**src/hw/rtl/lie_pkg.sv**
```systemverilog
// load instruction executor: shared types, op codes and a helper function
// used by the decoder, the memory wrapper and the top level; no dependencies
package lie_pkg;

    // load forms
    localparam logic [4:0] OP_ST_A16_SP  = 5'd0;
    localparam logic [4:0] OP_ST_A16_R   = 5'd1;
    localparam logic [4:0] OP_ST_HLD_R   = 5'd2;
    localparam logic [4:0] OP_ST_HLI_R   = 5'd3;
    localparam logic [4:0] OP_LD_RR_D16  = 5'd4;
    localparam logic [4:0] OP_LD_RR_RR   = 5'd5;
    localparam logic [4:0] OP_LD_RR_SPE  = 5'd6;
    localparam logic [4:0] OP_ST_RR_D8   = 5'd7;
    localparam logic [4:0] OP_ST_RR_R    = 5'd8;
    localparam logic [4:0] OP_LD_R_A16   = 5'd9;
    localparam logic [4:0] OP_LD_R_D8    = 5'd10;
    localparam logic [4:0] OP_LD_R_HLD   = 5'd11;
    localparam logic [4:0] OP_LD_R_HLI   = 5'd12;
    localparam logic [4:0] OP_LD_R_RR    = 5'd13;
    localparam logic [4:0] OP_LD_R_R     = 5'd14;
    localparam logic [4:0] OP_LD_R_HIGH  = 5'd15;
    localparam logic [4:0] OP_ST_HIGH_R  = 5'd16;

    // memory access kinds
    localparam logic [1:0] ACC_NONE  = 2'd0;
    localparam logic [1:0] ACC_READ  = 2'd1;
    localparam logic [1:0] ACC_BYTE  = 2'd2;
    localparam logic [1:0] ACC_WORD  = 2'd3;

    // register indexes
    localparam logic [2:0] REG_C = 3'd1;
    localparam logic [2:0] REG_F = 3'd6;
    localparam logic [1:0] PAIR_HL = 2'd2;
    localparam logic [1:0] PAIR_SP = 2'd3;

    localparam logic [15:0] HIGH_PAGE = 16'hff00;

    // packed stream widths
    localparam int IN_BITS  = 32;
    localparam int OUT_BITS = 56;

    typedef logic [7:0][7:0] t_regs;

    // one result transaction
    typedef struct packed {
        logic [1:0]  mem_access;
        logic [15:0] mem_address;
        logic [15:0] mem_value;
        logic [15:0] dest_value;
        logic [3:0]  flags;
        logic        bad_operand;
    } t_res;

    // memory request from the decoder
    typedef struct packed {
        logic        wr;
        logic        word;
        logic        rd;
        logic [15:0] addr;
        logic [15:0] addr_nx;
        logic [15:0] wdata;
    } t_mreq;

    // complete plan for one instruction
    typedef struct packed {
        logic        is_load;
        logic        bw_en;
        logic [2:0]  bw_idx;
        logic [7:0]  bw_val;
        logic        pw_en;
        logic [1:0]  pw_idx;
        logic [15:0] pw_val;
        logic        fw_en;
        logic [7:0]  fw_val;
        t_mreq       mreq;
        t_res        res;
    } t_plan;

    // read a register pair, sp for pair 3
    function automatic logic [15:0] pair_get(t_regs regs, logic [15:0] sp, logic [1:0] p);
        logic [15:0] v;
        if (p == PAIR_SP) begin
            v = sp;
        end else begin
            v = {regs[{p, 1'b0}], regs[{p, 1'b1}]};
        end
        return v;
    endfunction

endpackage

```
**src/hw/rtl/lie_dec.sv**
```systemverilog
// load instruction executor: decodes one instruction against the current
// register file into register writes, a memory request and a result; uses lie_pkg
module lie_dec #(
    parameter int ADDR_BITS = 16
) (
    input  logic [4:0]     i_op,
    input  logic [2:0]     i_dest_select,
    input  logic [2:0]     i_source_select,
    input  logic [15:0]    i_immediate,
    input  lie_pkg::t_regs i_regs,
    input  logic [15:0]    i_sp,
    output lie_pkg::t_plan o_plan
);

    localparam logic [15:0] AMASK = 16'((17'd1 << ADDR_BITS) - 17'd1);

    logic [7:0]  imm8;
    logic [7:0]  f_cur;
    logic [7:0]  src_b;
    logic [15:0] hl;
    logic [15:0] high_addr;
    logic [15:0] dpair;
    logic [15:0] spair;
    logic [4:0]  nib_sum;
    logic [8:0]  byte_sum;
    logic [15:0] sp_off;
    logic [15:0] addr;

    assign imm8      = i_immediate[7:0];
    assign f_cur     = i_regs[lie_pkg::REG_F];
    assign src_b     = i_regs[i_source_select];
    assign hl        = lie_pkg::pair_get(i_regs, i_sp, lie_pkg::PAIR_HL);
    assign high_addr = lie_pkg::HIGH_PAGE + {8'h00, i_regs[lie_pkg::REG_C]};
    assign dpair     = lie_pkg::pair_get(i_regs, i_sp, i_dest_select[1:0]);
    assign spair     = lie_pkg::pair_get(i_regs, i_sp, i_source_select[1:0]);
    assign nib_sum   = {1'b0, i_sp[3:0]} + {1'b0, imm8[3:0]};
    assign byte_sum  = {1'b0, i_sp[7:0]} + {1'b0, imm8};
    assign sp_off    = i_sp + {{8{imm8[7]}}, imm8};

    // per-form decode
    always_comb begin
        o_plan = '0;
        addr   = 16'h0000;
        o_plan.res.flags = f_cur[7:4];
        unique case (i_op)
            lie_pkg::OP_ST_A16_SP: begin
                addr = i_immediate & AMASK;
                o_plan.mreq.wr    = 1'b1;
                o_plan.mreq.word  = 1'b1;
                o_plan.mreq.wdata = i_sp;
                o_plan.res.mem_access = lie_pkg::ACC_WORD;
                o_plan.res.mem_value  = i_sp;
            end
            lie_pkg::OP_ST_A16_R, lie_pkg::OP_ST_HIGH_R: begin
                addr = ((i_op == lie_pkg::OP_ST_A16_R) ? i_immediate : high_addr) & AMASK;
                o_plan.mreq.wr    = 1'b1;
                o_plan.mreq.wdata = {8'h00, src_b};
                o_plan.res.mem_access = lie_pkg::ACC_BYTE;
                o_plan.res.mem_value  = {8'h00, src_b};
            end
            lie_pkg::OP_ST_HLD_R, lie_pkg::OP_ST_HLI_R: begin
                addr = hl & AMASK;
                o_plan.mreq.wr    = 1'b1;
                o_plan.mreq.wdata = {8'h00, src_b};
                o_plan.pw_en  = 1'b1;
                o_plan.pw_idx = lie_pkg::PAIR_HL;
                o_plan.pw_val = (i_op == lie_pkg::OP_ST_HLI_R) ? hl + 16'd1 : hl - 16'd1;
                o_plan.res.mem_access = lie_pkg::ACC_BYTE;
                o_plan.res.mem_value  = {8'h00, src_b};
            end
            lie_pkg::OP_LD_RR_D16, lie_pkg::OP_LD_RR_RR, lie_pkg::OP_LD_RR_SPE: begin
                if (i_dest_select[2] || (i_op == lie_pkg::OP_LD_RR_RR && i_source_select[2])) begin
                    o_plan.res.bad_operand = 1'b1;
                end else begin
                    o_plan.pw_en  = 1'b1;
                    o_plan.pw_idx = i_dest_select[1:0];
                    if (i_op == lie_pkg::OP_LD_RR_D16) begin
                        o_plan.pw_val = i_immediate;
                    end else if (i_op == lie_pkg::OP_LD_RR_RR) begin
                        o_plan.pw_val = spair;
                    end else begin
                        o_plan.pw_val = sp_off;
                        o_plan.fw_en  = 1'b1;
                        o_plan.fw_val = {2'b00, nib_sum[4], byte_sum[8], f_cur[3:0]};
                        o_plan.res.flags = {2'b00, nib_sum[4], byte_sum[8]};
                    end
                    o_plan.res.dest_value = o_plan.pw_val;
                end
            end
            lie_pkg::OP_ST_RR_D8, lie_pkg::OP_ST_RR_R: begin
                if (i_dest_select[2]) begin
                    o_plan.res.bad_operand = 1'b1;
                end else begin
                    addr = dpair & AMASK;
                    o_plan.mreq.wr    = 1'b1;
                    o_plan.mreq.wdata = {8'h00, (i_op == lie_pkg::OP_ST_RR_D8) ? imm8 : src_b};
                    o_plan.res.mem_access = lie_pkg::ACC_BYTE;
                    o_plan.res.mem_value  = o_plan.mreq.wdata;
                end
            end
            lie_pkg::OP_LD_R_A16, lie_pkg::OP_LD_R_HLD, lie_pkg::OP_LD_R_HLI,
            lie_pkg::OP_LD_R_RR, lie_pkg::OP_LD_R_HIGH: begin
                if (i_op == lie_pkg::OP_LD_R_RR && i_source_select[2]) begin
                    o_plan.res.bad_operand = 1'b1;
                end else begin
                    if (i_op == lie_pkg::OP_LD_R_A16) begin
                        addr = i_immediate & AMASK;
                    end else if (i_op == lie_pkg::OP_LD_R_RR) begin
                        addr = spair & AMASK;
                    end else if (i_op == lie_pkg::OP_LD_R_HIGH) begin
                        addr = high_addr & AMASK;
                    end else begin
                        addr = hl & AMASK;
                        o_plan.pw_en  = 1'b1;
                        o_plan.pw_idx = lie_pkg::PAIR_HL;
                        o_plan.pw_val = (i_op == lie_pkg::OP_LD_R_HLI) ? hl + 16'd1 : hl - 16'd1;
                    end
                    o_plan.is_load = 1'b1;
                    o_plan.mreq.rd = 1'b1;
                    o_plan.bw_idx  = i_dest_select;
                    o_plan.res.mem_access = lie_pkg::ACC_READ;
                end
            end
            lie_pkg::OP_LD_R_D8, lie_pkg::OP_LD_R_R: begin
                o_plan.bw_en  = 1'b1;
                o_plan.bw_idx = i_dest_select;
                o_plan.bw_val = (i_op == lie_pkg::OP_LD_R_D8) ? imm8 : src_b;
                o_plan.res.dest_value = {8'h00, o_plan.bw_val};
                if (i_dest_select == lie_pkg::REG_F) begin
                    o_plan.res.flags = o_plan.bw_val[7:4];
                end
            end
            default: begin
                o_plan.res.bad_operand = 1'b1;
            end
        endcase
        o_plan.mreq.addr     = addr;
        o_plan.mreq.addr_nx  = (addr + 16'd1) & AMASK;
        o_plan.res.mem_address = (o_plan.mreq.wr || o_plan.mreq.rd) ? addr : 16'h0000;
    end

endmodule

```
**config.mk**
```make
export PLATFORM = sky130hd
export DESIGN_NAME = lie_dec
export DESIGN_NICKNAME = d
export VERILOG_FILES = /design/src/hw/rtl/lie_pkg.sv /design/src/hw/rtl/lie_dec.sv
export SDC_FILE = /design/constraint.sdc
export NUM_CORES = 1
export LEC_CHECK = 0
export BUFFER_PORTS_ARGS = -buffer_cell sky130_fd_sc_hd__buf_2
export CORE_MARGIN = 1.5
export CORE_UTILIZATION = 55
export DETAILED_ROUTE_END_ITERATION = 10
export PLACE_DENSITY = 0.91
export SYNTH_ARGS = -nofsm -noshare
export SYNTH_HDL_FRONTEND = slang
export SYNTH_SLANG_ARGS = --single-unit
```
**constraint.sdc**
```tcl
create_clock -name vclk -period 4.6
set_input_delay 0.46 -clock vclk [all_inputs]
set_output_delay 0.46 -clock vclk [all_outputs]
set_load 0.05 [all_outputs]
```
== Yosys cells after proc, flatten, opt, wreduce, memory -nomap -nowiden ==
Cells that the tools add are included.

* Input bits: 107
* Bits in registers: 0
* Word-level logic and storage cells: 104
* Output and inout bits: 147

* Equal/unequal tests: 19
* Muxes and demuxes: 59
* $add $sub $neg: 7
* Order comparisons: 5
* Reduce and logical (&&, ||, !) cells: 14

{| class="wikitable"
|+ Operator list
! cell !! count
|-
| 16-bit 2-to-1 mux || 13
|-
| 16-bit one-hot mux with 3 select lines || 2
|-
| 16-bit one-hot mux with 5 select lines || 1
|-
| 19-bit 2-to-1 mux || 4
|-
| 8-bit 2-to-1 mux || 9
|-
| 8-bit binary-select mux with 2-bit select || 4
|-
| 19-bit one-hot mux with 3 select lines || 1
|-
| 5-bit by 4-bit equality test with 1-bit output, second input constant || 8
|-
| 20-bit one-hot mux with 2 select lines || 1
|-
| 16-bit by 1-bit adder with 16-bit output, second input constant || 2
|-
| 28-bit 2-to-1 mux || 1
|-
| 9-bit 2-to-1 mux || 3
|-
| 8-bit binary-select mux with 3-bit select || 1
|-
| 5-bit by 3-bit equality test with 1-bit output, second input constant || 4
|-
| 3-bit by 4-bit less-than comparator with 1-bit output, second input constant || 5
|-
| 20-bit 2-to-1 mux || 1
|-
| 16-bit adder || 1
|-
| 16-bit by 1-bit subtractor with 16-bit output, second input constant || 1
|-
| 4-bit 2-to-1 mux || 3
|-
| 9-bit by 9-bit adder with 10-bit output, first input constant || 1
|-
| 5-bit by 2-bit equality test with 1-bit output, second input constant || 2
|-
| 10-bit 2-to-1 mux || 1
|-
| 5-bit OR reduction || 2
|-
| 8-bit by 8-bit adder with 9-bit output || 1
|-
| 18 further kinds || 32
|}

== Longest topological paths before layout ==
Gate-level depths: netlist of run 1.

* Depth in word-level cells: 8
* Mapped depth: 11
* Mapped depth without buffers: 10

== Worst setup path after synthesis of run 1 ==
Ideal clock, no wire load.

* Kind: in2out
* From: input port i_op[1]
* To: output port o_plan[81] in the netlist's numbering
* Slack: 307 ps
* Required time: 4140 ps
* Buffers on the path: 2
* Stages: 9
* Arrival: 3833 ps
* Cell sequence: buf_6 -> nor2b_1 -> o211ai_4 -> or4_1 -> o211ai_1 -> ha_1 -> clkbuf_1 -> nand4_1 -> xnor2_1

{| class="wikitable"
|+ RTL lines
! what !! line !! text
|-
| from (decl) || lie_dec.sv:6 || <nowiki>input logic [4:0] i_op,</nowiki>
|-
| to (decl) || lie_dec.sv:12 || <nowiki>output lie_pkg::t_plan o_plan</nowiki>
|}

==> results.md, run 1 <==
### Route
• **routed via count divided by cell count** 7.05
• **residual DRC count** 0
• **routed wire length per instance** 22.9 um
• **final routed wirelength across all metal layers** 23900 um
• **drt initial violations** 991
• **Vias** 7359
• **number of optimization iterations in the first detailed-route pass** 7
• **post-route ant nets** 0

### Critical path
• **Crit Path Category** input port to output pin
• **worst setup path startpoint** i_op[2]
• **cells along the critical path** buf_2, buf_4, and4b_1, o21a_1, a221o_1, o22a_1, and4bb_1, nand4_1, xnor2_1, buf_2
• **CP Max Fanout** 22
• **Worst path most repeated cell** sky130_fd_sc_hd__buf_2
• **Max stage delay cell, worst path** sky130_fd_sc_hd__o21a_1
• **CP Data Arrival Time** 3.30 ns
• **crit end category** output pin
• **worst endpoint required time** 4.14 ns
• **maximum single-stage delay on the critical path** 0.43 ns
• **crit start category** input port

### Logic synthesis
• **cell area after synthesis** 5670 um2
• **average cell area after synthesis** 7.69 um2
• **Cells after Synth** 737
• **sequential area share after synthesis** 0%
• **area share of the largest cell type after synthesis** 19.1%
• **largest area contributor in the synthesized netlist** sky130_fd_sc_hd__mux4_2
• **Cell variety after synth** 85
• **cell types with the largest area share after synthesis** sky130_fd_sc_hd__mux4_2, sky130_fd_sc_hd__o21ai_0, sky130_fd_sc_hd__buf_4
• **Yosys Warn Count** 0

### Timing
• **unrepaired setup endpoints after global routing** no
• **Worst Max-Slew Pin Slew** 0.824 ns
• **final critical-path required period** 3.76 ns
• **final period utilization** 81.8%
• **hold violation total from the final report** 0
• **Final Slew Violations** 0
• **relative max-transition margin** 44.9%
• **summed negative setup slack over all endpoints** 0 ns
• **final number of setup-violating endpoints** 0
• **maximum clock frequency** 266 MHz

### Cells and area
• **area grow syn2layout** 17.0%
• **diodes inserted** 0
• **multi-input logic area** 5000 um2
• **most common cell after layout, fill and taps aside** sky130_fd_sc_hd__buf_2
• **final sequential cell count** 0
• **clock tree buffer count of the final layout** 0
• **most used cells in the layout excluding fill and tap cells** sky130_fd_sc_hd__buf_2, sky130_fd_sc_hd__mux4_2, sky130_fd_sc_hd__o21ai_0
• **NumNets Final** 1039
• **Register Area** 0 um2
• **Layout fillers** 878
• **layout cell share with drive strength beyond 1** 39.7%

### Power and ir drop
• **register share of total power** 0%
• **LEAKAGE** 0.00313 uW
• **power density cells** 138 nW/um2
• **switching part of the total** 68.7%
• **Sw Pwr** 628 uW
• **total power after layout** 915 uW
• **design internal power** 287 uW
• **Clk network pwr share** 0%
• **combinational group share of total power** 100.0%
• **maximum VDD drop** 0.0772 mV

### Floorplan
• **Cell Rows** 36
• **count of pins on the block boundary** 254
• **full die area** 10900 um2
• **overall die height** 105 um
• **Die X-Extent** 105 um
• **Starting Density** 57.4%
• **core region area** 9860 um2

### Clock tree
• **Post-CTS Setup Inserts** 0
• **post-CTS resize count** 0
• **hold_buf cts** 0

### Global routing
• **number of antenna violations at the first check in global routing** 0
• **global-route wire length before repair** 36400 um
• **total routing resource utilization after global routing** 41.6%
• **via count of the first global-routing pass** 6734
• **sum of overflow across all layers after global routing** 0
• **pin count of the biggest net entering global routing** 26

### Worst hold path
• **worst min-delay path category** input port to output pin
• **hold path start** i_regs[51]

### Placed design
• **Placer Congestion** 1.00
• **number of buffers added on ports** 252
• **sum of net half-perimeters after detailed placement** 19100 um

### Flow run
• **reported max-cap violation count** 0

### Outcome
• **result of the run** finished clean

==> area by class of cell <==
| class | count | area share [%] |
|---|---|---|
| multi-input cells | 619 | 75.5 |
| well taps | 133 | 2.51 |
| repair buffers | 265 | 20.5 |
| inverters | 27 | 1.53 |
==> synth_stat cells, types with 10 or more instances <==
cell type / n
sky130_fd_sc_hd__a21oi_1: 33
sky130_fd_sc_hd__a22oi_1: 19
sky130_fd_sc_hd__and2_1: 18
sky130_fd_sc_hd__and3_1: 16
sky130_fd_sc_hd__buf_2: 22
sky130_fd_sc_hd__buf_4: 30
sky130_fd_sc_hd__buf_6: 10
sky130_fd_sc_hd__clkbuf_1: 29
sky130_fd_sc_hd__ha_1: 18
sky130_fd_sc_hd__inv_1: 26
sky130_fd_sc_hd__mux2i_1: 18
sky130_fd_sc_hd__mux4_2: 48
sky130_fd_sc_hd__nand2_1: 34
sky130_fd_sc_hd__nand3_1: 30
sky130_fd_sc_hd__nand4_1: 12
sky130_fd_sc_hd__nor2_1: 45
sky130_fd_sc_hd__nor3_1: 44
sky130_fd_sc_hd__nor4_1: 11
sky130_fd_sc_hd__o211ai_1: 10
sky130_fd_sc_hd__o21ai_0: 48
sky130_fd_sc_hd__o221ai_1: 10
sky130_fd_sc_hd__or3_1: 21
sky130_fd_sc_hd__xnor2_1: 19
==> cell families (layout without fill, tap and decap cells) <==
kind of cell / Yosys count / count (layout) / synth area share (%)
adders and majority gates: 19 / 19 / 4.33
xor gates and xnor gates: 22 / 22 / 3.40
buffers and inverters: 119 / 292 / 11.9
muxes: 74 / 74 / 23.8
other: 1 / 2 / 0.0662
and+or+nand+nor: 290 / 290 / 29.8
AOI/OAI and AO/OA: 212 / 212 / 26.7
==> per-layer routing <==
| layer | part of all wire (%) | track usage, % |
|---|---|---|
| met1 | 34 | 53.8 |
| met5 | 0 | 0 |
| met4 | 5.0 | 18.1 |
| met3 | 16 | 8.83 |
| met2 | 44 | 66.8 |
==> power by group through the flow <==
stage | sequential (uW) | combinational [uW] | clock, uW
floorplan | 0 | 676 | 0
global placement | 0 | 882 | 0
detailed placement | 0 | 890 | 0
CTS | 0 | 892 | 0
global route | 0 | 955 | 0
finish | 0 | 915 | 0
==> critical path, delay by kind of cell <==
family | cells | cell delay (ns)
compound gates | 3 | 0.88
xor+xnor | 1 | 0.17
buf+inv | 3 | 0.93
simple gates | 3 | 0.85
==> final timing paths <==
kind                     endpoint  cells after the start
worst max-delay path   o_plan[84]                     10
worst min-delay path  o_plan[109]                      3
==> per-stage QoR <==
stage | setup slack, ns | instances | utilization, % | hold slack (ns) | instance area, um2
finish | 0.839 | 1044 | 67.2 | 1.34 | 6630
global route | 0.617 | 1044 | 67.2 | 1.36 | 6630
CTS | 0.901 | 1044 | 67.2 | 1.35 | 6630
detailed placement | 0.906 | 1044 | 67.2 | 1.34 | 6630
global placement | 0.987 | 1044 | 67.2 | 1.34 | 6630
floorplan | 0.307 | 738 | - | 1.20 | 5670
(Power assumes the default switching activity.)
==> inputs of run 2 (changes only) <==
--- a/config.mk
+++ b/config.mk
@@ -7,9 +7,9 @@
 export LEC_CHECK = 0
 export BUFFER_PORTS_ARGS = -buffer_cell sky130_fd_sc_hd__buf_2
 export CORE_MARGIN = 1.5
-export CORE_UTILIZATION = 55
+export CORE_UTILIZATION = 51
 export DETAILED_ROUTE_END_ITERATION = 10
-export PLACE_DENSITY = 0.91
+export PLACE_DENSITY = 0.86
 export SYNTH_ARGS = -nofsm -noshare
 export SYNTH_HDL_FRONTEND = slang
 export SYNTH_SLANG_ARGS = --single-unit
==> constraint.sdc (replaced) <==
create_clock -name vclk -period 3.8
set_input_delay 0.38 -clock vclk [all_inputs]
set_output_delay 0.38 -clock vclk [all_outputs]
set_load 0.05 [all_outputs]
==> run 2 against run 1 <==
- combinational power increased by 23%
- highest routed layer unchanged
- cell count rose by 2.5%
- largest power group unchanged
- count of clock-buffer cells in the layout stayed put
- global-route usage decreased by 1.7 points
==> results.md, run 2 (synthesis gave the netlist of run 1 again) <==
### Outcome
• **result of the run** finished clean

### Floorplan
• **count of pins on the block boundary** 254, unchanged
• **Cell Rows** 38, +5.6%
• **Starting Density** 52.3%, -5.2 points
• **overall die height** 108 um, +3.7%
• **core region area** 10800 um2, +9.9%
• **full die area** 11800 um2, +7.6%
• **Die X-Extent** 108 um, +3.7%

### Critical path
• **Max stage delay cell, worst path** sky130_fd_sc_hd__o21a_1
• **family with the most delay on the worst path** simple AND/OR/NAND/NOR gates
• **CP Data Arrival Time** 3.24 ns, -0.06 ns
• **Crit Path Category** input port to output pin
• **worst path buffer plus inverter count** 2, -1
• **crit start category** input port
• **worst endpoint required time** 3.42 ns, -0.72 ns
• **crit end category** output pin
• **Worst path most repeated cell** sky130_fd_sc_hd__buf_2
• **maximum single-stage delay on the critical path** 0.47 ns, +0.04 ns
• **worst setup path startpoint** i_op[3]
• **CP Max Fanout** 24, +9.1%
• **cells along the critical path** buf_2, nor4b_2, o21a_1, a221o_1, o22a_1, and4bb_1, nand4_1, xnor2_4, buf_2

### Cells and area
• **Register Area** 0 um2, unchanged
• **clock tree buffer count of the final layout** 0, unchanged
• **most used cells in the layout excluding fill and tap cells** sky130_fd_sc_hd__buf_2, sky130_fd_sc_hd__mux4_2, sky130_fd_sc_hd__o21ai_0
• **Layout fillers** 969, +10%
• **NumNets Final** 1057, +1.7%
• **most common cell after layout, fill and taps aside** sky130_fd_sc_hd__buf_2
• **cell area after layout** 6890 um2, +4.0%
• **final sequential cell count** 0, unchanged
• **post-route insts no fill** 1070, +2.5%
• **layout cell share with drive strength beyond 1** 42.3%, +2.6 points
• **area grow syn2layout** 21.6%
• **multi-input logic area** 5120 um2, +2.3%

### Timing
• **unrepaired setup endpoints after global routing** no
• **hold violation total from the final report** 0, unchanged
• **Worst Max-Slew Pin Slew** 0.803 ns, -0.0210 ns
• **Final Slew Violations** 0, unchanged
• **final number of setup-violating endpoints** 0, unchanged
• **relative max-transition margin** 46.1%, +1.2 points
• **maximum clock frequency** 277 MHz
• **final critical-path required period** 3.62 ns
• **final period utilization** 95.2%

### Worst hold path
• **hold path start** i_regs[49]
• **destination of the worst hold path** o_plan[107]
• **instance count along the most critical hold path** 3, unchanged
• **worst min-delay path category** input port to output pin

### Route
• **residual DRC count** 0, unchanged
• **drt initial violations** 933, -5.9%
• **post-route ant nets** 0, unchanged
• **routed via count divided by cell count** 6.93, -1.7%
• **Vias** 7417, +0.79%
• **final routed wirelength across all metal layers** 24200 um, +1.6%
• **routed wire length per instance** 22.7 um, -0.92%
• **number of optimization iterations in the first detailed-route pass** 6, -1

### Flow run
• **reported max-cap violation count** 0, unchanged

### Global routing
• **via count of the first global-routing pass** 6822, +1.3%
• **sum of overflow across all layers after global routing** 0, unchanged
• **number of antenna violations at the first check in global routing** 1, +1
• **total routing resource utilization after global routing** 39.9%, -1.7 points
• **global-route wire length before repair** 36600 um, +0.42%
• **pin count of the biggest net entering global routing** 25, -3.8%

### Placed design
• **sum of net half-perimeters after detailed placement** 19700 um, +3.5%
• **Placer Congestion** 1.04, +4.2%
• **number of placed instances, taps included** 1069, +2.4%
• **number of buffers added on ports** 252, unchanged
• **placed instance area** 6890 um2, +3.9%

### Clock tree
• **hold_buf cts** 0, unchanged
• **Post-CTS Setup Inserts** 0, unchanged
• **post-CTS resize count** 0, unchanged

### Power and ir drop
• **LEAKAGE** 0.00332 uW, +5.9%
• **power density cells** 165 nW/um2, +19%
• **maximum VDD drop** 0.103 mV, +34%

## run 2: cell types whose count changed in the layout (fill, tap and decap cells not counted), moves of 2 or more
| cell | change |
|---|---|
| sky130_fd_sc_hd__xnor2_2 | +9 |
| sky130_fd_sc_hd__xnor2_4 | +2 |
| sky130_fd_sc_hd__buf_4 | +18 |
| sky130_fd_sc_hd__xnor2_1 | -11 |
## run 2: where the power goes
group,switching [uW],internal (uW),total [uW]
registers,0,0,0
clock network,0,0.0000352,0.0000352
logic,769,366,1130
total,769,366,1130
## run 2: cell type report
| type | instances | share of cell area, % |
|---|---|---|
| diodes | 1 | 0.0363 |
| inverters | 27 | 1.47 |
| multi-input cells | 619 | 74.3 |
| well taps | 140 | 2.54 |
| repair buffers | 283 | 21.7 |
## run 2: layer usage
metal,part of all wire (%),global-route usage [%],vias up
li1,-,-,3260
met1,36,51.9,3395
met2,45,64.2,667
met3,15,9.52,95
met4,4.3,14.7,0
met5,0,0,-
## run 2: per-stage QoR
stage	total power, uW	hold slack [ns]	setup WS, ns	util [%]	TNS [ns]
after floorplan	833	1.04	-0.0446	-	-0.0446
after global placement	1100	1.18	0.344	63.6	0
after detailed placement	1110	1.18	0.246	63.6	0
after CTS	1110	1.18	0.251	63.6	0
after global routing	1190	1.20	0.00482	63.6	0
final	1130	1.18	0.184	63.6	0
## run 2: worst max path at each step
| stage | slack [ns] | cells after the start | end |
|---|---|---|---|
| finish | 0.18 | 9 | o_plan[85] |
| CTS | 0.25 | 9 | o_plan[85] |
| global route | 0.005 | 9 | o_plan[85] |
| global placement | 0.34 | 9 | o_plan[85] |
| floorplan | -0.04 | 9 | o_plan[81] |
| detailed placement | 0.25 | 9 | o_plan[85] |
